File: src/design/mdv_pkg.sv
// Shared types, constants and the LFO sine table for the modulated delay vibrato.
// No dependencies; every other file in the design imports this package.
package mdv_pkg;

    localparam int DELAY_DEPTH     = 512;
    localparam int SINE_TABLE_SIZE = 256;
    localparam int SAMPLE_BITS     = 16;
    localparam int QUEUE_DEPTH     = 2;

    localparam int ADDR_W     = $clog2(DELAY_DEPTH);
    localparam int CNT_W      = $clog2(DELAY_DEPTH + 1);
    localparam int SINE_IDX_W = $clog2(SINE_TABLE_SIZE);
    localparam int SINE_W     = 16;
    localparam int FRAC_W     = 15;
    localparam int DEPTH_W    = 8;
    localparam int PHASE_W    = 32;
    localparam int TAP_W      = DEPTH_W + SINE_W + 2;
    localparam int QPTR_W     = (QUEUE_DEPTH > 1) ? $clog2(QUEUE_DEPTH) : 1;
    localparam int QCNT_W     = $clog2(QUEUE_DEPTH + 1);

    localparam int CFG_INDEX_W = 4;
    localparam int CFG_DATA_W  = 32;

    localparam logic [CFG_INDEX_W-1:0] CFG_PHASE_STEP = CFG_INDEX_W'(0);
    localparam logic [CFG_INDEX_W-1:0] CFG_DEPTH      = CFG_INDEX_W'(1);

    localparam logic [PHASE_W-1:0] PHASE_STEP_RESET = PHASE_W'(68178);
    localparam logic [DEPTH_W-1:0] DEPTH_RESET      = DEPTH_W'(88);

    localparam logic [63:0] Q30_ONE     = 64'd1073741824;
    localparam logic [63:0] HALF_PI_Q30 = 64'd1686629713;

    typedef logic signed [SINE_W-1:0] sine_tab_t [SINE_TABLE_SIZE];

    typedef struct packed {
        logic signed [SAMPLE_BITS-1:0] sample;
        logic [ADDR_W-1:0]             tap_int;
        logic [FRAC_W-1:0]             tap_frac;
    } mdv_cmd_t;

    // Quarter-wave degree-9 Taylor series in Q30, scaled to Q1.15 and rounded.
    function automatic sine_tab_t sine_build();
        sine_tab_t   tab;
        logic [63:0] p;
        logic [63:0] r;
        logic [63:0] x;
        logic [63:0] x2;
        logic [63:0] t;
        logic [63:0] v;
        logic [1:0]  quad;
        for (int k = 0; k < SINE_TABLE_SIZE; k++) begin
            p    = (64'(k) << 32) / SINE_TABLE_SIZE;
            quad = p[31:30];
            r    = {34'd0, p[29:0]};
            if (quad[0]) begin
                r = Q30_ONE - r;
            end
            x  = (r * HALF_PI_Q30) >> 30;
            x2 = (x * x) >> 30;
            t  = Q30_ONE - x2 / 64'd72;
            t  = Q30_ONE - ((x2 * t) >> 30) / 64'd42;
            t  = Q30_ONE - ((x2 * t) >> 30) / 64'd20;
            t  = Q30_ONE - ((x2 * t) >> 30) / 64'd6;
            t  = (x * t) >> 30;
            v  = (t * 64'd32767 + (Q30_ONE >> 1)) >> 30;
            if (v > 64'd32767) begin
                v = 64'd32767;
            end
            tab[k] = quad[1] ? -SINE_W'(v) : SINE_W'(v);
        end
        return tab;
    endfunction

    localparam sine_tab_t SINE_TAB = sine_build();

endpackage

File: src/design/mdv_queue.sv
// Short command queue between the front end and the delay-line sequencer.
// Depends on mdv_pkg for the command type and queue depth.
module mdv_queue import mdv_pkg::*; (
    input  logic     aclk,
    input  logic     aresetn,
    input  logic     push,
    input  mdv_cmd_t push_cmd,
    output logic     full,
    input  logic     pop,
    output logic     pop_valid,
    output mdv_cmd_t pop_cmd
);

    mdv_cmd_t          entry_reg [QUEUE_DEPTH];
    logic [QPTR_W-1:0] wr_ptr_reg;
    logic [QPTR_W-1:0] rd_ptr_reg;
    logic [QCNT_W-1:0] cnt_reg;

    logic do_push;
    logic do_pop;

    assign full      = (cnt_reg == QCNT_W'(QUEUE_DEPTH));
    assign pop_valid = (cnt_reg != '0);
    assign pop_cmd   = entry_reg[rd_ptr_reg];
    assign do_push   = push && !full;
    assign do_pop    = pop && pop_valid;

    always_ff @(posedge aclk) begin
        if (!aresetn) begin
            wr_ptr_reg <= '0;
            rd_ptr_reg <= '0;
            cnt_reg    <= '0;
        end else begin
            if (do_push) begin
                wr_ptr_reg <= (wr_ptr_reg == QPTR_W'(QUEUE_DEPTH - 1)) ? '0
                            : wr_ptr_reg + QPTR_W'(1);
            end
            if (do_pop) begin
                rd_ptr_reg <= (rd_ptr_reg == QPTR_W'(QUEUE_DEPTH - 1)) ? '0
                            : rd_ptr_reg + QPTR_W'(1);
            end
            if (do_push && !do_pop) begin
                cnt_reg <= cnt_reg + QCNT_W'(1);
            end else if (do_pop && !do_push) begin
                cnt_reg <= cnt_reg - QCNT_W'(1);
            end
        end
    end

    always_ff @(posedge aclk) begin
        if (do_push) begin
            entry_reg[wr_ptr_reg] <= push_cmd;
        end
    end

endmodule

File: config.mk
export PLATFORM = sky130hd
export DESIGN_NAME = mdv_queue
export DESIGN_NICKNAME = d
export VERILOG_FILES = /design/src/design/mdv_pkg.sv /design/src/design/mdv_queue.sv
export SDC_FILE = /design/constraint.sdc
export NUM_CORES = 1
export LEC_CHECK = 0
export ABC_AREA = 1
export BUFFER_PORTS_ARGS = -buffer_cell sky130_fd_sc_hd__buf_2
export CORE_UTILIZATION = 51
export CTS_CLUSTER_DIAMETER = 150
export CTS_CLUSTER_SIZE = 12
export DETAILED_ROUTE_END_ITERATION = 10
export GPL_ROUTABILITY_DRIVEN = 0
export GPL_TIMING_DRIVEN = 0
export PLACE_DENSITY = 0.78
export SETUP_SLACK_MARGIN = 0.4
export SLEW_MARGIN = 20
export SYNTH_ARGS = -nofsm -noshare
export SYNTH_HDL_FRONTEND = slang
export SYNTH_SLANG_ARGS = --single-unit
File: constraint.sdc
create_clock -name aclk -period 3.3 [get_ports aclk]
set_clock_uncertainty 0.05 [all_clocks]
set_input_delay 0.165 -clock aclk [delete_from_list [all_inputs] [get_ports aclk]]
set_output_delay 0.165 -clock aclk [all_outputs]
set_load 0.02 [all_outputs]
==> Word level (Yosys, flattened, before mapping) <==
Memories as Yosys holds them, arrays and structs flattened. A register that Yosys moved wholly into a read port is not among the register bits.
Index checks and enable logic that the tools add are counted.
{ "classes": {"add_sub_neg": 4, "n_eq_ne": 1, "mux": 8, "reduce_logical": 9} }
{ "ops": {"columns": ["cell", "count"], "rows": [
  ["1-bit 2-to-1 mux", 6],
  ["1-bit logical AND", 4],
  ["2-bit 2-to-1 mux", 2],
  ["2-bit nonzero test", 2],
  ["1-bit logical NOT", 3],
  ["1-bit adder, second input constant", 2],
  ["2-bit by 1-bit adder with 2-bit output, second input constant", 1],
  ["2-bit equality test, second input constant", 1],
  ["2-bit by 1-bit subtractor with 2-bit output, second input constant", 1]
]} }
{ "totals": {"n_memories": 1, "input_bits": 44, "out_inout_bits": 42, "wordCells": 26, "mem_bits_rw": 80, "reg_bits": 4} }
{ "mem_list": {"columns": ["memory", "words", "word_bits", "read_ports", "rd_ports_with_merged_regs", "write_ports", "line", "rtl"], "rows": [
  ["entry_reg", 2, 40, 1, 1, 1, "mdv_queue.sv:14", "mdv_cmd_t entry_reg [QUEUE_DEPTH];"]
]} }

==> Longest topological paths before layout <==
{ "logic_depth": {"depth_word": 7, "mapped_depth": 10, "mapped_depth_nobuf": 10} }

==> Least setup slack after synthesis <==
OpenSTA, ideal clock, no wires.
{ "synth_timing": {"path_kind": "register to register", "from": "reg cnt_reg[0]", "to": "mem entry_reg[0][0] (netlist name) (enable)", "slack_ns": 0.629, "stages_incl_launch_ff": 3, "n_path_buf": 0, "setup_time_ns": 0.437, "period_less_slack_ns": 2.671, "t_arrival_ns": 2.183, "required_ns": 2.813, "cell_sequence": "dfxtp_1 o21ai_2 nor2_1"} }
{ "synth_between": {"elab_chain_cells": 5} }
{ "synth_rtl": {"columns": ["element", "line", "rtl"], "rows": [
  ["start: declaration", "mdv_queue.sv:17", "logic [QCNT_W-1:0] cnt_reg;"],
  ["start signal: assignment", "mdv_queue.sv:43", "cnt_reg <= cnt_reg + QCNT_W'(1);"],
  ["start signal: assignment", "mdv_queue.sv:45", "cnt_reg <= cnt_reg - QCNT_W'(1);"],
  ["2-bit equality test", "mdv_queue.sv:22", "assign full = (cnt_reg == QCNT_W'(QUEUE_DEPTH));"],
  ["1-bit logical NOT", "mdv_queue.sv:25", "assign do_push = push && !full;"],
  ["1-bit logical AND", "mdv_queue.sv:25", null],
  ["1-bit 2-to-1 mux", "mdv_queue.sv:51", "if (do_push) begin"],
  ["1-bit 2-to-1 mux (implied by the code)", "mdv_queue.sv:52", "entry_reg[wr_ptr_reg] <= push_cmd;"],
  ["end: declaration", "mdv_queue.sv:14", null]
]} }
No other way between the ends.

==> results_dict.tcl <==
set metrics [dict create \
    vias 1845 \
    final_common_cell "buf_2" \
    grt_max_degree 23 \
    netlist_instances 161 \
    post-cts-setup-buffers 0 \
    drt_iter0_drc 83 \
    n_fill_cell 382 \
    crit_slowest_cell "dfxtp_1" \
    worstPathArrival_ns 1.52 \
    slew_headroom_pct 56.4 \
    syn_area_um2 3140 \
    dr.pass1.iters 4 \
    cts.sinks 85 \
    clk_pin_slew_ns 0.08 \
    largest_reg_flops 80 \
    min_period_ns 1.73 \
    yosysWarnings 0 \
    cp.required_ns 3.08 \
    ys_seq_elements 85 \
    antenna_found_initial 0 \
    drc 0 \
    drive_gt1_share_pct 49.3 \
    cp_max_fo 10 \
    cts_max_path_buffers 2 \
    final_cell_mix "buf_2, edfxtp_1, mux2_2, dlygate4sd3_1, clkbuf_8" \
    die_w_um 80.5 \
    path_cells "buf_6, mux2_2, buf_2" \
    wl_per_cell_um 14.8 \
    crit_family "flip-flops" \
    vdd_drop_max_uv 616 \
    end_kind "primary output" \
    status "finished clean" \
    cp-start-kind "flip-flop" \
    rows 28 \
    syn_nets 206 \
    hold_buffers 40 \
    whs_ns 0.0309 \
    synth.distinct_cells 15 \
    cts.root.buffer_cell "clkbuf_8" \
    grt_usage_pct 18.8 \
    wl_um 5610 \
    fmax_mhz 578 \
    setup.worst_path.class "reg2out" \
    core_um2 5920 \
    final_antenna_net_count 0 \
    grt_setup_unrepaired "no" \
    slowest_delay_ns 0.46 \
    tightest_slew_ns 0.652 \
    grt_pass1_vias 1917 \
    multi_input_area_um2 581 \
    place_hpwl_um 3580 \
    hold_class "in2reg" \
    ys_seq_area_share_pct 79.6 \
    total_power_uw 3030 \
    crit_buf_inv 2 \
    avgViaCountPerCell 4.87 \
    port_buffers 85 \
    hold_violations 0 \
    die_area_um2 6480 \
    grt-ovfl-total 0 \
    numCtsBuffers 9 \
    fin_crit_sh_pct 52.4 \
    cts_tree "yes" \
    grt_pass1_wl_um 8720 \
    initial_utilization_pct 53.1 \
    syn_area_per_cell_um2 19.5 \
    p_leak_uw 0.00168 \
    slew_viol_final 0 \
    setup_viol 0 \
    max-cap-violations 0 \
    insertion_delay_ns 0.34 \
    layout.nets 344 \
    antennaDiodeCount 0 \
    power_density_nw_per_um2 699 \
    die_y_um 80.5 \
    cts_resized 0 \
    io_pins 86 \
    htree_levels 3 \
    ff_latch_area_um2 2500 \
    synthToLayoutAreaGrowth_pct 37.9 \
]
## stage by stage
stage	TNS, ns	instance area (um^2)	setup slack [ns]	util [%]	cells
floorplan	0	3140	0.629	-	161
global placement	-23.31	3660	-0.294	61.9	321
detailed placement	0	3730	1.56	63.0	323
CTS	0	4340	1.52	73.2	379
global route	0	4340	1.46	73.2	379
finish	0	4340	1.57	73.2	379
## layer usage
metal / part of all wire [%] / vias to the layer above / wire length (um) / global-route usage (%)
li1: - / 889 / - / -
met1: 41 / 894 / 2280 / 21.1
met2: 54 / 57 / 3020 / 32.8
met3: 4.3 / 5 / 240 / 5.34
met4: 1.3 / 0 / 71 / 9.11
met5: 0 / - / 0 / 0
## cell usage after synthesis, drive strengths merged
cell type / count / share of area (%)
a21oi: 1 / 0.16
buf: 4 / 1.4
dfxtp: 5 / 3.2
edfxtp: 80 / 76
ha: 1 / 0.40
inv: 8 / 0.96
mux2: 40 / 14
nand2: 7 / 0.84
nand3: 1 / 0.16
nand4: 1 / 0.20
nor2: 9 / 1.1
o21a: 1 / 0.24
o21ai: 3 / 0.60
## report_power, final
group,internal (uW),switching [uW]
Combinational,379,509
Clock,389,340
Sequential,1360,51.1
## final cells by class
| cell class | instances | area share (%) |
|---|---|---|
| sequential | 85 | 57.7 |
| timing repair buffer | 127 | 20.3 |
| multi-input combinational | 64 | 13.4 |
| clock buffer | 12 | 3.58 |
| tap | 75 | 2.16 |
| clock inverter | 4 | 1.10 |
| buffer | 4 | 1.04 |
| inverter | 8 | 0.693 |
## tightest hold or removal path: cells and delay by family
| family | cells | cell delay (ns) |
|---|---|---|
| buffers and inverters | 1 | 0.13 |
| AND/OR/NAND/NOR | 2 | 0.09 |
## path summary, 6_finish.rpt
check,startpoint,end,slack (ns),cells after the start
worst max-delay path,flip-flop,pop_cmd[6],1.57,3
worst min-delay path,aresetn,cnt_reg[1],0.03,3
worst max register to register,cnt_reg[1],entry_reg[1][25],1.59,4
worst min register to register,rd_ptr_reg,flip-flop,0.48,2
## logic make-up (layout without fill, tap and decap cells)
group	count (synthesis)	after routing	synth area share, %
AO/OA/AOI/OAI	5	5	0.995
buffers and inverters	12	155	2.39
AND/OR/NAND/NOR	18	18	2.27
flip-flops	85	85	79.6
multiplexers	40	40	14.3
adder cells (fa/ha/maj)	1	1	0.398
No activity file was read; power rests on OpenSTA's default activity.
