File: src/design/mdv_pkg.sv
// Shared types, constants and the LFO sine table for the modulated delay vibrato.
// No dependencies; every other file in the design imports this package.
package mdv_pkg;

    localparam int DELAY_DEPTH     = 512;
    localparam int SINE_TABLE_SIZE = 256;
    localparam int SAMPLE_BITS     = 16;
    localparam int QUEUE_DEPTH     = 2;

    localparam int ADDR_W     = $clog2(DELAY_DEPTH);
    localparam int CNT_W      = $clog2(DELAY_DEPTH + 1);
    localparam int SINE_IDX_W = $clog2(SINE_TABLE_SIZE);
    localparam int SINE_W     = 16;
    localparam int FRAC_W     = 15;
    localparam int DEPTH_W    = 8;
    localparam int PHASE_W    = 32;
    localparam int TAP_W      = DEPTH_W + SINE_W + 2;
    localparam int QPTR_W     = (QUEUE_DEPTH > 1) ? $clog2(QUEUE_DEPTH) : 1;
    localparam int QCNT_W     = $clog2(QUEUE_DEPTH + 1);

    localparam int CFG_INDEX_W = 4;
    localparam int CFG_DATA_W  = 32;

    localparam logic [CFG_INDEX_W-1:0] CFG_PHASE_STEP = CFG_INDEX_W'(0);
    localparam logic [CFG_INDEX_W-1:0] CFG_DEPTH      = CFG_INDEX_W'(1);

    localparam logic [PHASE_W-1:0] PHASE_STEP_RESET = PHASE_W'(68178);
    localparam logic [DEPTH_W-1:0] DEPTH_RESET      = DEPTH_W'(88);

    localparam logic [63:0] Q30_ONE     = 64'd1073741824;
    localparam logic [63:0] HALF_PI_Q30 = 64'd1686629713;

    typedef logic signed [SINE_W-1:0] sine_tab_t [SINE_TABLE_SIZE];

    typedef struct packed {
        logic signed [SAMPLE_BITS-1:0] sample;
        logic [ADDR_W-1:0]             tap_int;
        logic [FRAC_W-1:0]             tap_frac;
    } mdv_cmd_t;

    // Quarter-wave degree-9 Taylor series in Q30, scaled to Q1.15 and rounded.
    function automatic sine_tab_t sine_build();
        sine_tab_t   tab;
        logic [63:0] p;
        logic [63:0] r;
        logic [63:0] x;
        logic [63:0] x2;
        logic [63:0] t;
        logic [63:0] v;
        logic [1:0]  quad;
        for (int k = 0; k < SINE_TABLE_SIZE; k++) begin
            p    = (64'(k) << 32) / SINE_TABLE_SIZE;
            quad = p[31:30];
            r    = {34'd0, p[29:0]};
            if (quad[0]) begin
                r = Q30_ONE - r;
            end
            x  = (r * HALF_PI_Q30) >> 30;
            x2 = (x * x) >> 30;
            t  = Q30_ONE - x2 / 64'd72;
            t  = Q30_ONE - ((x2 * t) >> 30) / 64'd42;
            t  = Q30_ONE - ((x2 * t) >> 30) / 64'd20;
            t  = Q30_ONE - ((x2 * t) >> 30) / 64'd6;
            t  = (x * t) >> 30;
            v  = (t * 64'd32767 + (Q30_ONE >> 1)) >> 30;
            if (v > 64'd32767) begin
                v = 64'd32767;
            end
            tab[k] = quad[1] ? -SINE_W'(v) : SINE_W'(v);
        end
        return tab;
    endfunction

    localparam sine_tab_t SINE_TAB = sine_build();

endpackage

File: src/design/mdv_front.sv
// Front end: accepts input words, steps the LFO phase and works out the tap delay.
// Depends on mdv_pkg; feeds commands into mdv_queue.
module mdv_front import mdv_pkg::*; (
    input  logic                          aclk,
    input  logic                          aresetn,
    input  logic [PHASE_W-1:0]            phase_step,
    input  logic [DEPTH_W-1:0]            depth_samples,
    input  logic                          s_valid,
    output logic                          s_ready,
    input  logic signed [SAMPLE_BITS-1:0] s_in_sample,
    output logic                          cmd_valid,
    input  logic                          cmd_full,
    output mdv_cmd_t                      cmd
);

    logic [PHASE_W-1:0]            phase_reg;
    logic                          hold_valid_reg;
    logic signed [SAMPLE_BITS-1:0] hold_sample_reg;
    logic signed [SINE_W-1:0]      hold_sine_reg;

    logic                          accept;
    logic                          push;
    logic [DEPTH_W:0]              depth_p1;
    logic signed [DEPTH_W+SINE_W:0] tap_mod;
    logic signed [TAP_W-1:0]       tap;

    assign push    = hold_valid_reg && !cmd_full;
    assign s_ready = !hold_valid_reg || push;
    assign accept  = s_valid && s_ready;

    assign depth_p1 = {1'b0, depth_samples} + (DEPTH_W+1)'(1);
    assign tap_mod  = $signed({1'b0, depth_samples}) * hold_sine_reg;
    assign tap      = $signed({(TAP_W-DEPTH_W-1-FRAC_W)'(0), depth_p1, FRAC_W'(0)})
                    + TAP_W'(tap_mod);

    assign cmd_valid    = hold_valid_reg;
    assign cmd.sample   = hold_sample_reg;
    assign cmd.tap_int  = tap[FRAC_W +: ADDR_W];
    assign cmd.tap_frac = tap[FRAC_W-1:0];

    always_ff @(posedge aclk) begin
        if (!aresetn) begin
            phase_reg      <= '0;
            hold_valid_reg <= 1'b0;
        end else begin
            if (accept) begin
                phase_reg      <= phase_reg + phase_step;
                hold_valid_reg <= 1'b1;
            end else if (push) begin
                hold_valid_reg <= 1'b0;
            end
        end
    end

    always_ff @(posedge aclk) begin
        if (accept) begin
            hold_sample_reg <= s_in_sample;
            hold_sine_reg   <= SINE_TAB[phase_reg[PHASE_W-1 -: SINE_IDX_W]];
        end
    end

endmodule

File: config.mk
export PLATFORM = sky130hd
export DESIGN_NAME = mdv_front
export DESIGN_NICKNAME = d
export VERILOG_FILES = /design/src/design/mdv_pkg.sv /design/src/design/mdv_front.sv
export SDC_FILE = /design/constraint.sdc
export NUM_CORES = 1
export LEC_CHECK = 0
export ABC_AREA = 1
export BUFFER_PORTS_ARGS = -buffer_cell sky130_fd_sc_hd__buf_2
export CORE_MARGIN = 4
export CORE_UTILIZATION = 63
export DETAILED_ROUTE_END_ITERATION = 6
export PLACE_DENSITY = 0.83
export SETUP_SLACK_MARGIN = 0.4
export SYNTH_ARGS = -nofsm -noshare
export SYNTH_HDL_FRONTEND = slang
export SYNTH_SLANG_ARGS = --single-unit
File: constraint.sdc
create_clock -name aclk -period 10.3 [get_ports aclk]
set_clock_uncertainty 0.1 [all_clocks]
set_input_delay 2.06 -clock aclk [delete_from_list [all_inputs] [get_ports aclk]]
set_output_delay 2.06 -clock aclk [all_outputs]
set_load 0.005 [all_outputs]
## After elaboration in Yosys (flattened, before gate mapping)

Memory sizes are Yosys's and may differ from the RTL's. A register that Yosys moved wholly into a read port is not among the register bits.
Index checks and enable logic that the tools add are counted.

- Input port bits: 60
- Bits in read-only memories: 4096
- Output and inout port bits: 42
- Logic and storage cells: 17
- Memories kept: 1
- Register bits: 49

- Bitwise logic cells: 1
- Muxes and demuxes: 2
- Reduce and logical (&&, ||, !) cells: 6
- $add $sub $neg: 3
- $mul: 1

Memory list:

| memory | words | bits a word | read ports | clocked after Yosys merged registers in | wr ports | RTL line | text |
|---|---|---|---|---|---|---|---|
| (no name shown) | 256 | 16 | 1 | 1 | 0 | mdv_front.sv:58 | `hold_sine_reg <= SINE_TAB[phase_reg[PHASE_W-1 -: SINE_IDX_W]];` |

Operators by type and width:

| cell | number |
|---|---|
| $add A32 B32 Y32 | 1 |
| $add A24 B24 Y24 | 1 |
| $mul A9 B16 Y24 | 1 |
| $add A8 B1 Y9 const B | 1 |
| $not A8 Y9 | 1 |
| $logic_and A1 B1 Y1 | 2 |
| $logic_not A1 Y1 | 2 |
| $mux W1 | 2 |
| $reduce_bool A2 Y1 | 1 |
| $logic_or A1 B1 Y1 | 1 |

## Longest topological paths before layout

- Depth in word-level cells: 5
- Mapped depth: 23
- Mapped depth without buffers: 21

## Worst setup path before layout

Ideal clock, no wire load.

- Path kind: input -> output
- Start: input depth_samples[5]
- End: output cmd[21] (netlist name)
- Buffers on the path: 2
- Slack: 1.622 ns
- Arrival: 6.518 ns
- Cell stages on the path: 19
- Required time: 8.140 ns
- Path through: clkbuf_1 clkbuf_1 nand2_1 fa_1 inv_1 fa_1 fa_1 fa_1 inv_1 fa_1 inv_1 ha_1 nand2_1 nor2_1 nand2_1 o21ai_0 nand2_1 nand2_1 xor2_1

RTL lines:

| element | RTL line | text |
|---|---|---|
| from (decl) | mdv_front.sv:7 | `input logic [DEPTH_W-1:0] depth_samples,` |
| to (decl) | mdv_front.sv:13 | `output mdv_cmd_t cmd` |

==> results_dict.tcl <==
set metrics [dict create \
    status "finished clean" \
    synthCells 2040 \
    via_per_inst 6.30 \
    row_count 52 \
    drtIter0Drc 1965 \
    cts_max_level 3 \
    vdd_drop_max_uv 253 \
    dr.pass1.iters 6 \
    finish.instance_area_mm2 0.0139 \
    layout_common_cells "566 x nand2_1, 345 x inv_1, 168 x nor2_1" \
    portBuffers 101 \
    antenna_left 0 \
    clock_sinks 65 \
    grt.overflow.total 0 \
    clock_latency_ns 0.35 \
    finalCritPeriodShare 0.890 \
    drv_cap 0 \
    grt_pass1_vias 14600 \
    track_usage 0.434 \
    rsz0062_at_grt "false" \
    cts_buffers 9 \
    tns_ns 0 \
    synth_top_area_frac 0.168 \
    start_util 0.641 \
    end_kind "primary output" \
    syn_area_per_cell_um2 6.38 \
    vias 14800 \
    clk_pin_slew_worst_paths_ns 0.06 \
    dieHeight_um 152 \
    dieArea_mm2 0.0230 \
    dpl_cell_area_mm2 0.0136 \
    slew_headroom 0.314 \
    cts_root_buf "clkbuf_16" \
    grt_pass1_wl_um 77200 \
    hold_class "register to register" \
    grt_antenna_before_repair 1 \
    ioPinCount 102 \
    tightest_slew_ns 1.03 \
    wire_per_inst_um 21.1 \
    hpwl_um 37200 \
    tritoncts "yes" \
    period_needed_ns 9.17 \
    path_class "primary input to primary output" \
    synthTopCellsByArea "fa_1 17%, nand2_1 16%, ha_1 10%, inv_1 9.9%, edfxtp_1 7.4%" \
    fmax_mhz 109 \
    cp.required_ns 8.14 \
    final.fill_count 1693 \
    worst_setup_path_start_kind "primary input" \
    cts_hold_buf 0 \
    place.gp.congestion 1.10 \
    yosysWarnings 0 \
    power_leakage_nw 7.83 \
    syn2layout_area_growth_pct 6.79 \
    fp.dieW_um 152 \
    largest_register_ffs 32 \
    powerDensity_mw_per_mm2 324 \
    crit_fanout 19 \
    finalHoldViolations 0 \
    synth_edf_count 32 \
    post_cts_resized 0 \
    route.detailed.drc 0 \
    grt_max_degree 75 \
    stdcell_count 2351 \
    setup_viol 0 \
    synthFlopType "dfxtp_1" \
    synth.distinct_cells 49 \
    slew_viol_final 0 \
    yosysTopAreaCell "fa_1" \
    ys_ff_latch 65 \
    cp.arrival_ns 7.01 \
    clock_path_buffers 2 \
    core_area_mm2 0.0203 \
    fin_nets 2351 \
    seq_area_frac_synth 0.125 \
    post_cts_buffers 0 \
    layout_commonest_cell "nand2_1" \
    synth_async_sr_flop_share 0 \
    syn-num-nets 2316 \
    layout-drive-gt1-share 0.0731 \
    synth_area_mm2 0.0130 \
    routed_wl_um 49600 \
    post-place-cells 2334 \
]
[critical path, cell delays in order]
cell and delay [ns]:
buf_2 0.35, nand2_1 0.16, fa_1 0.57, inv_1 0.07
fa_1 0.47, ha_1 0.29, inv_1 0.05, fa_1 0.50
inv_1 0.05, ha_1 0.27, ha_1 0.30, fa_1 0.58
nand3_1 0.15, nand2_1 0.12, a21oi_1 0.35, o21ai_0 0.23
nand2_1 0.10, nand2_1 0.06, xor2_1 0.14, buf_2 0.13
[synth_stat cells, types with 5 or more instances]
cell and n:
dfxtp_1 33, xor2_1 30, nand4_1 16, o21ai_0 118
nand3_1 133, o21ai_1 7, o22ai_1 8, a21o_1 6
clkbuf_1 50, nor2_1 168, fa_1 109, nand2_1 566
o311ai_0 5, o211ai_1 38, edfxtp_1 32, o21bai_1 8
buf_1 12, nor3_1 14, ha_1 107, a21oi_1 124
xnor2_1 13, o221ai_1 6, inv_1 345, buf_2 20
a31oi_1 16
[per-stage QoR]
stage	utilization	hold WS [ns]	power (mW)	setup slack, ns
final	0.685	0.412	4.50	1.13
after global routing	0.685	0.441	5.01	0.856
after CTS	0.685	0.415	4.43	1.22
after detailed placement	0.668	0.410	4.06	1.20
after global placement	0.668	0.368	3.90	1.39
after floorplan	-	0.359	2.92	1.62
[report_power, final]
part | leakage (nW) | total (mW) | switching, mW | internal, mW
Sequential | 0.587 | 0.362 | 0.0515 | 0.311
Clock | 0.165 | 0.352 | 0.135 | 0.217
Combinational | 7.08 | 3.78 | 2.26 | 1.52
[cell families after synthesis]
logic type,synth area share
AND/OR/NAND/NOR,0.287
buffers and inverters,0.133
AO/OA/AOI/OAI,0.156
adder cells (fa/ha/maj),0.270
flip-flops,0.125
XOR/XNOR,0.0289
[per-layer routing]
| metal | routed length, um | vias to the layer above | GRT usage |
|---|---|---|---|
| met1 | 17700 | 6802 | 0.523 |
| met4 | 3400 | 0 | 0.242 |
| met5 | 0 | - | 0 |
| li1 | - | 6566 | - |
| met3 | 6450 | 304 | 0.125 |
| met2 | 22100 | 1128 | 0.697 |
[final timing paths]
check                             startpoint                         end  slack, ns  cells after the start
setup / recovery            depth_samples[0]                     cmd[21]       1.13                     20
hold / removal        cmd_valid$_SDFFE_PN0P_      cmd_valid$_SDFFE_PN0P_       0.41                      2
setup reg to reg  phase_reg[24]$_SDFFE_PN0P_  hold_sine_reg[1]$_DFFE_PP_       6.32                     10
hold reg to reg       cmd_valid$_SDFFE_PN0P_      cmd_valid$_SDFFE_PN0P_       0.41                      2
[layout make-up]
cell class | count | area, um^2 | area share
antenna | 1 | 2.50 | 0.000180
clock buffer | 9 | 225 | 0.0162
clock inverter | 7 | 106 | 0.00765
inverter | 353 | 1330 | 0.0953
multi-input combinational | 1530 | 9660 | 0.695
sequential | 65 | 1620 | 0.117
tap | 270 | 338 | 0.0243
timing repair buffer | 116 | 618 | 0.0445
No activity file was read; power rests on OpenSTA's default activity.
